<file path="config.mk">
export PLATFORM = sky130hd
export DESIGN_NAME = gated_moving_average
export DESIGN_NICKNAME = d
export VERILOG_FILES = /design/src/rtl/core/gma_pkg.sv /design/src/rtl/core/gated_moving_average.sv /design/src/rtl/core/gma_fifo.sv /design/src/rtl/core/gma_front.sv /design/src/rtl/core/gma_back.sv
export SDC_FILE = /design/constraint.sdc
export NUM_CORES = 1
export LEC_CHECK = 0
export ABC_AREA = 1
export BUFFER_PORTS_ARGS = -buffer_cell sky130_fd_sc_hd__buf_2
export CAP_MARGIN = 20
export CORE_MARGIN = 2
export CORE_UTILIZATION = 60
export CTS_BUF_LIST = sky130_fd_sc_hd__clkbuf_4 sky130_fd_sc_hd__clkbuf_8
export DETAILED_ROUTE_END_ITERATION = 6
export HOLD_SLACK_MARGIN = 0.03
export PLACE_DENSITY = 0.86
export SLEW_MARGIN = 20
export SYNTH_ARGS = -nofsm -noshare
export SYNTH_HDL_FRONTEND = slang
export SYNTH_SLANG_ARGS = --single-unit
export TNS_END_PERCENT = 1
</file>
<file path="constraint.sdc">
create_clock -name i_clk -period 3.9 [get_ports i_clk]
set_clock_uncertainty 0.15 [all_clocks]
set_input_delay 0.39 -clock i_clk [delete_from_list [all_inputs] [get_ports i_clk]]
set_output_delay 0.39 -clock i_clk [all_outputs]
set_load 0.05 [all_outputs]
</file>
<file path="src/rtl/core/gma_pkg.sv">
// Package for the gated moving average block.
// Holds widths, register reset values, shared types and state codes.
// No dependencies; every other file of the block uses it.
package gma_pkg;

    // Field widths
    localparam int SAMPLE_W    = 12;
    localparam int CFG_W       = 12;
    localparam int FILL_OUT_W  = 5;
    localparam int ADDR_W      = 4;
    localparam int DATA_W      = 32;

    // Default window length, samples
    localparam int WINDOW_LEN_DEF = 20;

    // Depth of the queue between front and back
    localparam int QUEUE_DEPTH = 2;

    // Register reset values
    localparam logic [CFG_W-1:0] LOW_RST  = CFG_W'(480);
    localparam logic [CFG_W-1:0] HIGH_RST = CFG_W'(3200);
    localparam logic [CFG_W-1:0] JUMP_RST = CFG_W'(480);

    // Register indexes (byte address / 4)
    typedef enum logic [1:0] {
        REG_LOW  = 2'd0,
        REG_HIGH = 2'd1,
        REG_JUMP = 2'd2
    } t_reg_idx;

    // Current limits, handed to the front
    typedef struct packed {
        logic [CFG_W-1:0] low;
        logic [CFG_W-1:0] high;
        logic [CFG_W-1:0] jump;
    } t_limits;

    // Classified sample, front to back
    typedef struct packed {
        logic [SAMPLE_W-1:0] sample;
        logic                take;
        logic                clear;
    } t_cmd;

    // Back-end sequencer states
    typedef enum logic [2:0] {
        ST_IDLE,
        ST_READ,
        ST_UPDATE,
        ST_DIV,
        ST_DONE
    } t_state;

endpackage

</file>
<file path="src/rtl/core/gated_moving_average.sv">
// Gated moving average: limit registers, front classifier, queue, back end.
// An accepted sample's word passes the queue, ST_READ, ST_UPDATE, the serial sum/fill
// divider (ST_DIV) and ST_DONE before it is offered; a rejected one skips to ST_DONE.
// One sample at a time: the next leaves the queue once the last word is registered.
// Reset (synchronous, i_rst_n low): limits to defaults, window empty, average
// zero; the ring storage itself is not cleared. Depends on gma_pkg and submodules.
module gated_moving_average #(
    parameter int WINDOW_LEN = gma_pkg::WINDOW_LEN_DEF
) (
    input  logic                            i_clk,
    input  logic                            i_rst_n,
    // sample channel
    input  logic                            i_in_valid,
    output logic                            o_in_stall,
    input  logic [gma_pkg::SAMPLE_W-1:0]    i_sample_in,
    // result channel
    output logic                            o_out_valid,
    input  logic                            i_out_stall,
    output logic [gma_pkg::SAMPLE_W-1:0]    o_average_out,
    output logic                            o_accepted,
    output logic [gma_pkg::FILL_OUT_W-1:0]  o_window_fill,
    // register port
    input  logic                            psel,
    input  logic                            penable,
    input  logic                            pwrite,
    input  logic [gma_pkg::ADDR_W-1:0]      paddr,
    input  logic [gma_pkg::DATA_W-1:0]      pwdata,
    output logic [gma_pkg::DATA_W-1:0]      prdata,
    output logic                            pready
);

    gma_pkg::t_limits  r_lim;
    gma_pkg::t_reg_idx reg_idx;
    gma_pkg::t_cmd     push_cmd;
    gma_pkg::t_cmd     pop_cmd;
    logic              push;
    logic              pop;
    logic              q_full;
    logic              q_empty;
    logic              wr_en;

    assign pready  = 1'b1;
    assign reg_idx = gma_pkg::t_reg_idx'(paddr[3:2]);
    assign wr_en   = psel && penable && pwrite && pready;

    // Limit registers
    always_ff @(posedge i_clk) begin
        if (!i_rst_n) begin
            r_lim.low  <= gma_pkg::LOW_RST;
            r_lim.high <= gma_pkg::HIGH_RST;
            r_lim.jump <= gma_pkg::JUMP_RST;
        end else if (wr_en) begin
            unique case (reg_idx)
                gma_pkg::REG_LOW:  r_lim.low  <= pwdata[gma_pkg::CFG_W-1:0];
                gma_pkg::REG_HIGH: r_lim.high <= pwdata[gma_pkg::CFG_W-1:0];
                gma_pkg::REG_JUMP: r_lim.jump <= pwdata[gma_pkg::CFG_W-1:0];
                default: ;
            endcase
        end
    end

    // Register readback
    always_comb begin
        unique case (reg_idx)
            gma_pkg::REG_LOW:  prdata = gma_pkg::DATA_W'(r_lim.low);
            gma_pkg::REG_HIGH: prdata = gma_pkg::DATA_W'(r_lim.high);
            gma_pkg::REG_JUMP: prdata = gma_pkg::DATA_W'(r_lim.jump);
            default:           prdata = '0;
        endcase
    end

    gma_front u_front (
        .i_clk       (i_clk),
        .i_rst_n     (i_rst_n),
        .i_limits    (r_lim),
        .i_in_valid  (i_in_valid),
        .o_in_stall  (o_in_stall),
        .i_sample_in (i_sample_in),
        .i_q_full    (q_full),
        .o_push      (push),
        .o_cmd       (push_cmd)
    );

    gma_fifo u_fifo (
        .i_clk   (i_clk),
        .i_rst_n (i_rst_n),
        .i_push  (push),
        .i_cmd   (push_cmd),
        .o_full  (q_full),
        .i_pop   (pop),
        .o_cmd   (pop_cmd),
        .o_empty (q_empty)
    );

    gma_back #(
        .WINDOW_LEN (WINDOW_LEN)
    ) u_back (
        .i_clk         (i_clk),
        .i_rst_n       (i_rst_n),
        .i_cmd         (pop_cmd),
        .i_q_empty     (q_empty),
        .o_pop         (pop),
        .o_out_valid   (o_out_valid),
        .i_out_stall   (i_out_stall),
        .o_average_out (o_average_out),
        .o_accepted    (o_accepted),
        .o_window_fill (o_window_fill)
    );

endmodule

</file>
<file path="src/rtl/core/gma_fifo.sv">
// Short queue of classified samples between front and back.
// Depends on gma_pkg (t_cmd, QUEUE_DEPTH).
module gma_fifo (
    input  logic          i_clk,
    input  logic          i_rst_n,
    input  logic          i_push,
    input  gma_pkg::t_cmd i_cmd,
    output logic          o_full,
    input  logic          i_pop,
    output gma_pkg::t_cmd o_cmd,
    output logic          o_empty
);

    localparam int QW = (gma_pkg::QUEUE_DEPTH > 1) ? $clog2(gma_pkg::QUEUE_DEPTH) : 1;

    gma_pkg::t_cmd r_mem [gma_pkg::QUEUE_DEPTH];
    logic [QW-1:0] r_wr;
    logic [QW-1:0] r_rd;
    logic [QW:0]   r_cnt;
    logic          push_ok;
    logic          pop_ok;

    assign o_full  = (r_cnt == (QW+1)'(gma_pkg::QUEUE_DEPTH));
    assign o_empty = (r_cnt == '0);
    assign push_ok = i_push && !o_full;
    assign pop_ok  = i_pop && !o_empty;
    assign o_cmd   = r_mem[r_rd];

    // Entry storage
    always_ff @(posedge i_clk) begin
        if (push_ok) begin
            r_mem[r_wr] <= i_cmd;
        end
    end

    // Pointers and count
    always_ff @(posedge i_clk) begin
        if (!i_rst_n) begin
            r_wr  <= '0;
            r_rd  <= '0;
            r_cnt <= '0;
        end else begin
            if (push_ok) begin
                r_wr <= (r_wr == QW'(gma_pkg::QUEUE_DEPTH - 1)) ? '0 : r_wr + 1'b1;
            end
            if (pop_ok) begin
                r_rd <= (r_rd == QW'(gma_pkg::QUEUE_DEPTH - 1)) ? '0 : r_rd + 1'b1;
            end
            case ({push_ok, pop_ok})
                2'b10:   r_cnt <= r_cnt + 1'b1;
                2'b01:   r_cnt <= r_cnt - 1'b1;
                default: r_cnt <= r_cnt;
            endcase
        end
    end

endmodule

</file>
<file path="src/rtl/core/gma_front.sv">
// Front end: takes sample words, gates them against the limits and
// the previous sample, and queues the verdict. Depends on gma_pkg.
module gma_front (
    input  logic                          i_clk,
    input  logic                          i_rst_n,
    input  gma_pkg::t_limits              i_limits,
    input  logic                          i_in_valid,
    output logic                          o_in_stall,
    input  logic [gma_pkg::SAMPLE_W-1:0]  i_sample_in,
    input  logic                          i_q_full,
    output logic                          o_push,
    output gma_pkg::t_cmd                 o_cmd
);

    logic [gma_pkg::SAMPLE_W-1:0] r_prev;
    logic [gma_pkg::SAMPLE_W-1:0] n_prev;
    logic [gma_pkg::SAMPLE_W-1:0] diff;
    logic                         accept;

    assign o_in_stall = i_q_full;
    assign accept     = i_in_valid && !i_q_full;
    assign o_push     = accept;

    // Classify against limits and jump from previous sample
    always_comb begin
        diff = (i_sample_in >= r_prev) ? (i_sample_in - r_prev) : (r_prev - i_sample_in);
        o_cmd.sample = i_sample_in;
        o_cmd.take   = (i_sample_in > i_limits.low) && (i_sample_in < i_limits.high)
                       && (diff < i_limits.jump);
        // zero after zero empties the window
        o_cmd.clear  = (r_prev == '0) && (i_sample_in == '0);
        n_prev       = accept ? i_sample_in : r_prev;
    end

    // Previous sample, updated on every accepted word
    always_ff @(posedge i_clk) begin
        if (!i_rst_n) begin
            r_prev <= '0;
        end else begin
            r_prev <= n_prev;
        end
    end

endmodule

</file>
<file path="src/rtl/core/gma_back.sv">
// Back end: window ring, running sum, serial divider and output register.
// Depends on gma_pkg (t_cmd, t_state, widths).
module gma_back #(
    parameter int WINDOW_LEN = gma_pkg::WINDOW_LEN_DEF
) (
    input  logic                            i_clk,
    input  logic                            i_rst_n,
    input  gma_pkg::t_cmd                   i_cmd,
    input  logic                            i_q_empty,
    output logic                            o_pop,
    output logic                            o_out_valid,
    input  logic                            i_out_stall,
    output logic [gma_pkg::SAMPLE_W-1:0]    o_average_out,
    output logic                            o_accepted,
    output logic [gma_pkg::FILL_OUT_W-1:0]  o_window_fill
);

    localparam int SW   = (WINDOW_LEN > 1) ? $clog2(WINDOW_LEN) : 1;
    localparam int FW   = $clog2(WINDOW_LEN + 1);
    localparam int SUMW = gma_pkg::SAMPLE_W + FW;
    localparam int CW   = $clog2(SUMW);

    // Window ring storage
    logic [gma_pkg::SAMPLE_W-1:0] r_win [WINDOW_LEN];
    logic [gma_pkg::SAMPLE_W-1:0] r_old;

    gma_pkg::t_state              r_state, n_state;
    logic [gma_pkg::SAMPLE_W-1:0] r_sample, n_sample;
    logic                         r_acc, n_acc;
    logic [SW-1:0]                r_slot, n_slot;
    logic [FW-1:0]                r_fill, n_fill;
    logic [SUMW-1:0]              r_sum, n_sum;
    logic [gma_pkg::SAMPLE_W-1:0] r_held, n_held;
    logic [SUMW-1:0]              r_q, n_q;
    logic [FW-1:0]                r_rem, n_rem;
    logic [CW-1:0]                r_cnt, n_cnt;
    logic                         r_ovalid, n_ovalid;
    logic [gma_pkg::SAMPLE_W-1:0] r_oavg, n_oavg;
    logic                         r_oacc, n_oacc;
    logic [gma_pkg::FILL_OUT_W-1:0] r_ofill, n_ofill;

    logic [SUMW-1:0] sum_upd;
    logic [FW:0]     trial;
    logic            ge;
    logic [SUMW-1:0] q_step;
    logic            out_free;

    assign o_out_valid   = r_ovalid;
    assign o_average_out = r_oavg;
    assign o_accepted    = r_oacc;
    assign o_window_fill = r_ofill;

    // Ring read (registered) and write
    always_ff @(posedge i_clk) begin
        if (r_state == gma_pkg::ST_READ) begin
            r_old <= r_win[r_slot];
        end
        if (r_state == gma_pkg::ST_UPDATE) begin
            r_win[r_slot] <= r_sample;
        end
    end

    // Sequencer
    always_comb begin
        n_state  = r_state;
        n_sample = r_sample;
        n_acc    = r_acc;
        n_slot   = r_slot;
        n_fill   = r_fill;
        n_sum    = r_sum;
        n_held   = r_held;
        n_q      = r_q;
        n_rem    = r_rem;
        n_cnt    = r_cnt;
        n_ovalid = r_ovalid;
        n_oavg   = r_oavg;
        n_oacc   = r_oacc;
        n_ofill  = r_ofill;
        o_pop    = 1'b0;
        sum_upd  = r_sum;

        // one restoring divide step
        trial  = {r_rem, r_q[SUMW-1]};
        ge     = (trial >= {1'b0, r_fill});
        q_step = {r_q[SUMW-2:0], ge};

        out_free = !r_ovalid || !i_out_stall;
        if (r_ovalid && !i_out_stall) begin
            n_ovalid = 1'b0;
        end

        unique case (r_state)
            gma_pkg::ST_IDLE: begin
                if (!i_q_empty) begin
                    o_pop    = 1'b1;
                    n_sample = i_cmd.sample;
                    n_acc    = i_cmd.take;
                    if (i_cmd.clear) begin
                        n_fill  = '0;
                        n_slot  = '0;
                        n_sum   = '0;
                        n_held  = '0;
                        n_state = gma_pkg::ST_DONE;
                    end else if (i_cmd.take) begin
                        n_state = gma_pkg::ST_READ;
                    end else begin
                        n_state = gma_pkg::ST_DONE;
                    end
                end
            end
            gma_pkg::ST_READ: begin
                n_state = gma_pkg::ST_UPDATE;
            end
            gma_pkg::ST_UPDATE: begin
                // evict the oldest once full, else grow
                if (r_fill == FW'(WINDOW_LEN)) begin
                    sum_upd = r_sum - SUMW'(r_old) + SUMW'(r_sample);
                end else begin
                    n_fill  = r_fill + 1'b1;
                    sum_upd = r_sum + SUMW'(r_sample);
                end
                n_sum   = sum_upd;
                n_slot  = (r_slot == SW'(WINDOW_LEN - 1)) ? '0 : r_slot + 1'b1;
                n_q     = sum_upd;
                n_rem   = '0;
                n_cnt   = CW'(SUMW - 1);
                n_state = gma_pkg::ST_DIV;
            end
            gma_pkg::ST_DIV: begin
                n_rem = ge ? FW'(trial - {1'b0, r_fill}) : trial[FW-1:0];
                n_q   = q_step;
                n_cnt = r_cnt - 1'b1;
                if (r_cnt == '0) begin
                    n_held  = q_step[gma_pkg::SAMPLE_W-1:0];
                    n_state = gma_pkg::ST_DONE;
                end
            end
            gma_pkg::ST_DONE: begin
                if (out_free) begin
                    n_ovalid = 1'b1;
                    n_oavg   = r_held;
                    n_oacc   = r_acc;
                    n_ofill  = gma_pkg::FILL_OUT_W'(32'(r_fill));
                    n_state  = gma_pkg::ST_IDLE;
                end
            end
            default: begin
                n_state = gma_pkg::ST_IDLE;
            end
        endcase
    end

    // Control state
    always_ff @(posedge i_clk) begin
        if (!i_rst_n) begin
            r_state  <= gma_pkg::ST_IDLE;
            r_ovalid <= 1'b0;
            r_slot   <= '0;
            r_fill   <= '0;
            r_sum    <= '0;
            r_held   <= '0;
        end else begin
            r_state  <= n_state;
            r_ovalid <= n_ovalid;
            r_slot   <= n_slot;
            r_fill   <= n_fill;
            r_sum    <= n_sum;
            r_held   <= n_held;
        end
    end

    // Working and output payload
    always_ff @(posedge i_clk) begin
        r_sample <= n_sample;
        r_acc    <= n_acc;
        r_q      <= n_q;
        r_rem    <= n_rem;
        r_cnt    <= n_cnt;
        r_oavg   <= n_oavg;
        r_oacc   <= n_oacc;
        r_ofill  <= n_ofill;
    end

endmodule

</file>
== After elaboration in Yosys (flattened, before gate mapping) ==
Memories as Yosys holds them, arrays and structs flattened. A register that Yosys moved wholly into a read port is not among the register bits.
Cells that the tools add are included.
Word-level totals
  memory bits (writable): 268
  bits in registers: 153
  output and inout bits: 53
  word-level logic and storage cells: 131
  input bits: 55
  memories: 2
  latch bits: 0
  bits in read-only memories: 0
Memory list
  u_back.r_win: depth 20, width 12, read ports 1, clocked after Yosys merged registers in 1, wr ports 1, RTL line gma_back.sv:24  | logic [gma_pkg::SAMPLE_W-1:0] r_win [WINDOW_LEN];
  u_fifo.r_mem: depth 2, width 14, read ports 1, clocked after Yosys merged registers in 1, wr ports 1, RTL line gma_fifo.sv:16  | gma_pkg::t_cmd r_mem [gma_pkg::QUEUE_DEPTH];
Cells by class
  eq/ne operators: 16
  multiply operators: 0
  add/sub/neg operators: 13
  magnitude comparators: 5
  muxes and demuxes: 40
  shift operators: 0
  div/mod/pow operators: 0
  reduce and logical (&&, ||, !) cells: 33
  bitwise operators: 1
Operators by type and width (count)
  case mux 17 bit (2 select lines): 2
  two-way mux 17 bit: 3
  two-way mux 12 bit: 4
  case mux 5 bit (2 select lines): 4
  case mux 12 bit (3 select lines): 1
  adder 17 x 12 -> 17 bit: 2
  two-way mux 5 bit: 5
  zero test 12 bit: 2
  less-than comparator 12 bit: 2
  case mux 12 bit (2 select lines): 1
  subtractor 12 bit: 2
  subtractor 17 x 12 -> 17 bit: 1
  two-way mux 3 bit: 5
  case mux 3 bit (5 select lines): 1
  two-way mux 1 bit: 13
  >= comparator 12 bit: 1
  greater-than comparator 12 bit: 1
  adder 5 x 1 -> 5 bit (second input constant): 2
  == test 5 bit (second input constant): 2
  AND reduction 2 bit: 5
  logical AND 1 bit: 9
  AND reduction 4 bit: 2
  nonzero test 2 bit: 4
  == test 2 bit (second input constant): 3
  other kinds (20): 31

== Logic depth before layout (Yosys ltp) ==
  depth after elaboration: 6
  mapped depth: 21
  gate-level depth less buffers: 20

== Cells and area by module ==
Synthesis repeated with hierarchy kept, for this count alone.
Second synthesis, totals
  cell total of the unflattened synthesis: 2464
  area total of the unflattened synthesis: 22341.4 um^2
Modules (own cells, without submodules)
  gma_back: area an instance 16315.6 um^2, times used 1, cells each 1599, seq. area each 10169.8 um^2
  gma_front: area an instance 2911.5 um^2, times used 1, cells each 498, seq. area each 240.2 um^2
  gated_moving_average: area an instance 1843.0 um^2, times used 1, cells each 284, seq. area each 720.7 um^2
  gma_fifo: area an instance 1271.2 um^2, times used 1, cells each 83, seq. area each 940.9 um^2

== Worst setup path after synthesis ==
OpenSTA, ideal clock, no wires.
  path kind: input -> register
  from: in i_sample_in[0] (netlist bit)
  to: mem u_fifo.r_mem[0][1] (netlist bit) (data pin)
  slack: 0.939 ns
  data required time: 3.489 ns
  arrival: 2.550 ns
  path buffers: 0
  stages on the path: 20
  library setup time: 0.261 ns
  cell sequence: inv_1 ha_1 inv_1 fa_1 a21boi_1 nand2_1 nand3_1 nand2_1 inv_2 nand2_1 nand2_1 nand2_1 nand2_1 inv_1 ha_1 nand2_1 o21ai_0 nand2_1 o2111ai_1 nor2_1
RTL lines
  start, declared: RTL line gated_moving_average.sv:15  | input logic [gma_pkg::SAMPLE_W-1:0] i_sample_in,
  end, declared: RTL line gma_fifo.sv:16

==> impl_metrics.ini <==
[sta]
setup_violations = 0
fmax_mhz = 281
finalCritPeriodShare = 0.914
period_minus_slack_ns = 3.57
max-slew-margin-rel = 0.203
maxSlewViolCount = 0
final_hold_viol_count = 0
rsz0062_at_grt = false
whs_ns = 0.0773
max_slew.worst_pin.slew_ns = 1.19
setup_tns_ns = 0

[setup_path]
cp-end-kind = flip-flop
cpMostUsedCell = inv_1
rr_worst_depth = 16
crit_required_ns = 4.10
critPathMaxStageDelay_ns = 0.53
cpLargestDelayFamily = buffers and inverters
cp.depth = 19
cp.buffers_inverters = 6
start_kind = primary input
r2r-start = u_front.r_prev[0]$_SDFFE_PN0P_
crit_slowest_cell = dlygate4sd3_1
cp_max_fo = 7
critPathKind = in -> reg
startpoint = i_sample_in[0]
cp_cell_sequence = dlygate4sd3_1, buf_2, inv_1, ha_1, inv_1, fa_1, a21boi_1, nand2_1, nand3_1, nand2_2, buf_4, o21ai_0, inv_1, ha_1, nand2_1, o21ai_0, nand3_1, o2111ai_1, nor2_1
arrival_ns = 3.77

[finish]
antenna_cells = 0
multi_input_area_um2 = 8050
fillers = 2432
regArea_um2 = 12100
fin_nets = 2559
area_growth_pct = 12.0
layout-drive-gt1-share = 0.114
instances_no_fill = 2898

[cts]
cts_sinks = 434
post-cts-setup-buffers = 0
clk-insertion-delay-late_ns = 0.63
numCtsBuffers = 70
htree_levels = 3
clock_path_buffers = 3
cts_tree = done
clock-root-buffer = clkbuf_8
clk_pin_slew_worst_paths_ns = 0.06

[outcome]
outcome = finished clean

[placement]
dp.cells = 2744
dp_hpwl_um = 35000
gp_congestion = 0.931
port_buffers = 64

[synthesis]
synth_adder_area_share = 0.0747
ys_types = 53
yosysSeqAreaShare = 0.560
ys_warn_count = 0
synthMuxAreaShare = 0.00680
synth_ff_type = edfxtp_1
synth_top_family_by_area = simple AND/OR/NAND/NOR gates
synth_cells = 2247
syn_avg_cell_area_um2 = 9.59
synth-xor-area-share = 0.00895
ys_ff_latch = 434
synth_enable_flop_cells = 338
synth_area_um2 = 21500
synth_compound_area_frac = 0.121
ys_async_sr_fraction = 0
yosys.area_share.simple = 0.158

[die]
core_area_um2 = 35500
die_area_um2 = 37400
die_h_um = 193
io_pins = 108
rows = 69
start_util = 0.607
chipWidth_um = 193

[grt]
grt_pass1_wl_um = 86000
antenna_found_initial = 0
grt_use_total = 0.288
grt_max_degree = 69
overflow = 0
grt_pass1_vias = 16900

[power_and_ir_drop]
ir_drop_mv = 0.403
powerDensity_nw_per_um2 = 638
p_leak_nw = 9.78

[route]
dr.pass1.iters = 7
wl_um = 54300
vias_per_cell = 5.88
drt_iter0_markers = 1982
via_count = 17000
wl_per_cell_um = 18.7
post-route-drc-count = 0
ant_nets = 0

[hold_path]
min_path_type = in -> reg
worstHoldPathCells = 2
min_from = i_sample_in[5]

[run]
cap_viol_max_count = 0
==> flip-flops by register name (all words and copies together), names as in the netlist, 2 cells and up, named ones only <==
name and count:
u_back.r_fill 5, u_back.r_held 12, u_back.r_sum 17, u_back.r_sample 12, u_back.r_cnt 5, u_back.r_state 3
u_back.o_average_out 12, r_lim 36, u_back.o_window_fill 5, u_back.r_win 240, u_back.r_q 17, u_back.r_old 12
u_back.r_rem 5, u_front.r_prev 12, u_fifo.r_cnt 2, u_fifo.r_mem 28, u_back.r_slot 5
==> cells by family after synthesis <==
| kind of cell | count (synthesis) |
|---|---|
| buffers and inverters | 373 |
| muxes | 13 |
| xor gates and xnor gates | 22 |
| and+or+nand+nor | 815 |
| adders and majority gates | 119 |
| other | 2 |
| AOI/OAI and AO/OA | 469 |
| DFF | 434 |
==> synthesized netlist by cell type (all sizes together), types with 23 or more instances <==
library cell	n	share of area
inv	269	0.047
ha	103	0.060
o21ai	211	0.049
buf	39	0.012
nand2	431	0.076
nand3	114	0.026
edfxtp	338	0.47
o22ai	60	0.017
nor3	23	0.0063
dfxtp	96	0.089
a21oi	144	0.034
nor2	217	0.039
clkbuf	64	0.011
==> path summary, 6_finish.rpt <==
check	to	slack [ns]
max	u_fifo.r_mem[0][1]$_DFFE_PP_	0.33
max reg2reg	u_fifo.r_mem[0][1]$_DFFE_PP_	0.59
min	u_fifo.r_mem[1][7]$_DFFE_PP_	0.08
min reg2reg	u_back.o_average_out[5]$_DFFE_PP_	0.28
==> cells in the final DEF (no fill, tap or decap), drive strengths merged, types with 6 or more instances in the layout <==
master | synthesis | routed
a21boi | 8 | 8
conb | 2 | 21
o21ai | 211 | 211
nand3 | 114 | 114
mux2 | 13 | 13
dfxtp | 96 | 96
a21oi | 144 | 144
nand4 | 7 | 7
inv | 269 | 270
ha | 103 | 103
clkbuf | 64 | 97
xor2 | 17 | 17
a211oi | 6 | 6
clkinv | 1 | 23
nor2 | 217 | 217
edfxtp | 338 | 338
dlygate4sd3 | 0 | 30
fa | 16 | 16
nand2 | 431 | 431
o221ai | 11 | 11
o211ai | 17 | 17
nor3 | 23 | 23
nand3b | 13 | 13
o22ai | 60 | 60
buf | 39 | 120
==> cell type report <==
| cell class | instances | share of cell area |
|---|---|---|
| Timing Repair Buffer | 150 | 0.0432 |
| Inverter | 270 | 0.0421 |
| Sequential cell | 434 | 0.501 |
| Clock buffer | 97 | 0.0499 |
| Tap cell | 461 | 0.0239 |
| Clock inverter | 27 | 0.00659 |
| Multi-Input combinational cell | 1459 | 0.334 |
==> worst register-to-register path: stages (launching register included) <==
cell and delay (ns):
dfxtp_1 0.37, ha_1 0.23, inv_1 0.08, fa_1 0.38, a21boi_1 0.21, nand2_1 0.09
nand3_1 0.09, nand2_2 0.13, buf_4 0.19, o21ai_0 0.20, inv_1 0.06, ha_1 0.28
nand2_1 0.05, o21ai_0 0.23, nand3_1 0.11, o2111ai_1 0.10, nor2_1 0.10
==> timing repair <==
action / in CTS / in global routing
hold buffers: 29 / 1
endpoints found under the setup margin: 0 / 2
gates resized for setup: 0 / 2
endpoints found under the hold margin: 62 / 2
==> power by group <==
| part | switching, mW | internal, mW |
|---|---|---|
| combinational | 3.84 | 1.61 |
| clock | 1.78 | 2.07 |
| sequential | 0.315 | 5.79 |
| total | 5.93 | 9.46 |
==> per-layer routing <==
| layer | share of wire | vias up | global-route usage |
|---|---|---|---|
| li1 | - | 7908 | - |
| met1 | 0.39 | 7994 | 0.370 |
| met2 | 0.48 | 939 | 0.474 |
| met3 | 0.086 | 194 | 0.0460 |
| met4 | 0.046 | 0 | 0.150 |
| met5 | 0 | - | 0 |
==> metrics by stage <==
step	total power, mW	setup WS (ns)	utilization	instance area (um^2)
after CTS	15.3	0.360	0.679	24100
after global placement	11.2	0.287	0.633	22400
after global routing	16.2	0.0733	0.680	24100
after detailed placement	11.5	0.280	0.633	22400
after floorplan	9.91	0.939	-	21600
final	15.4	0.335	0.680	24100
Note: power is estimated with default switching activity, not from simulation.
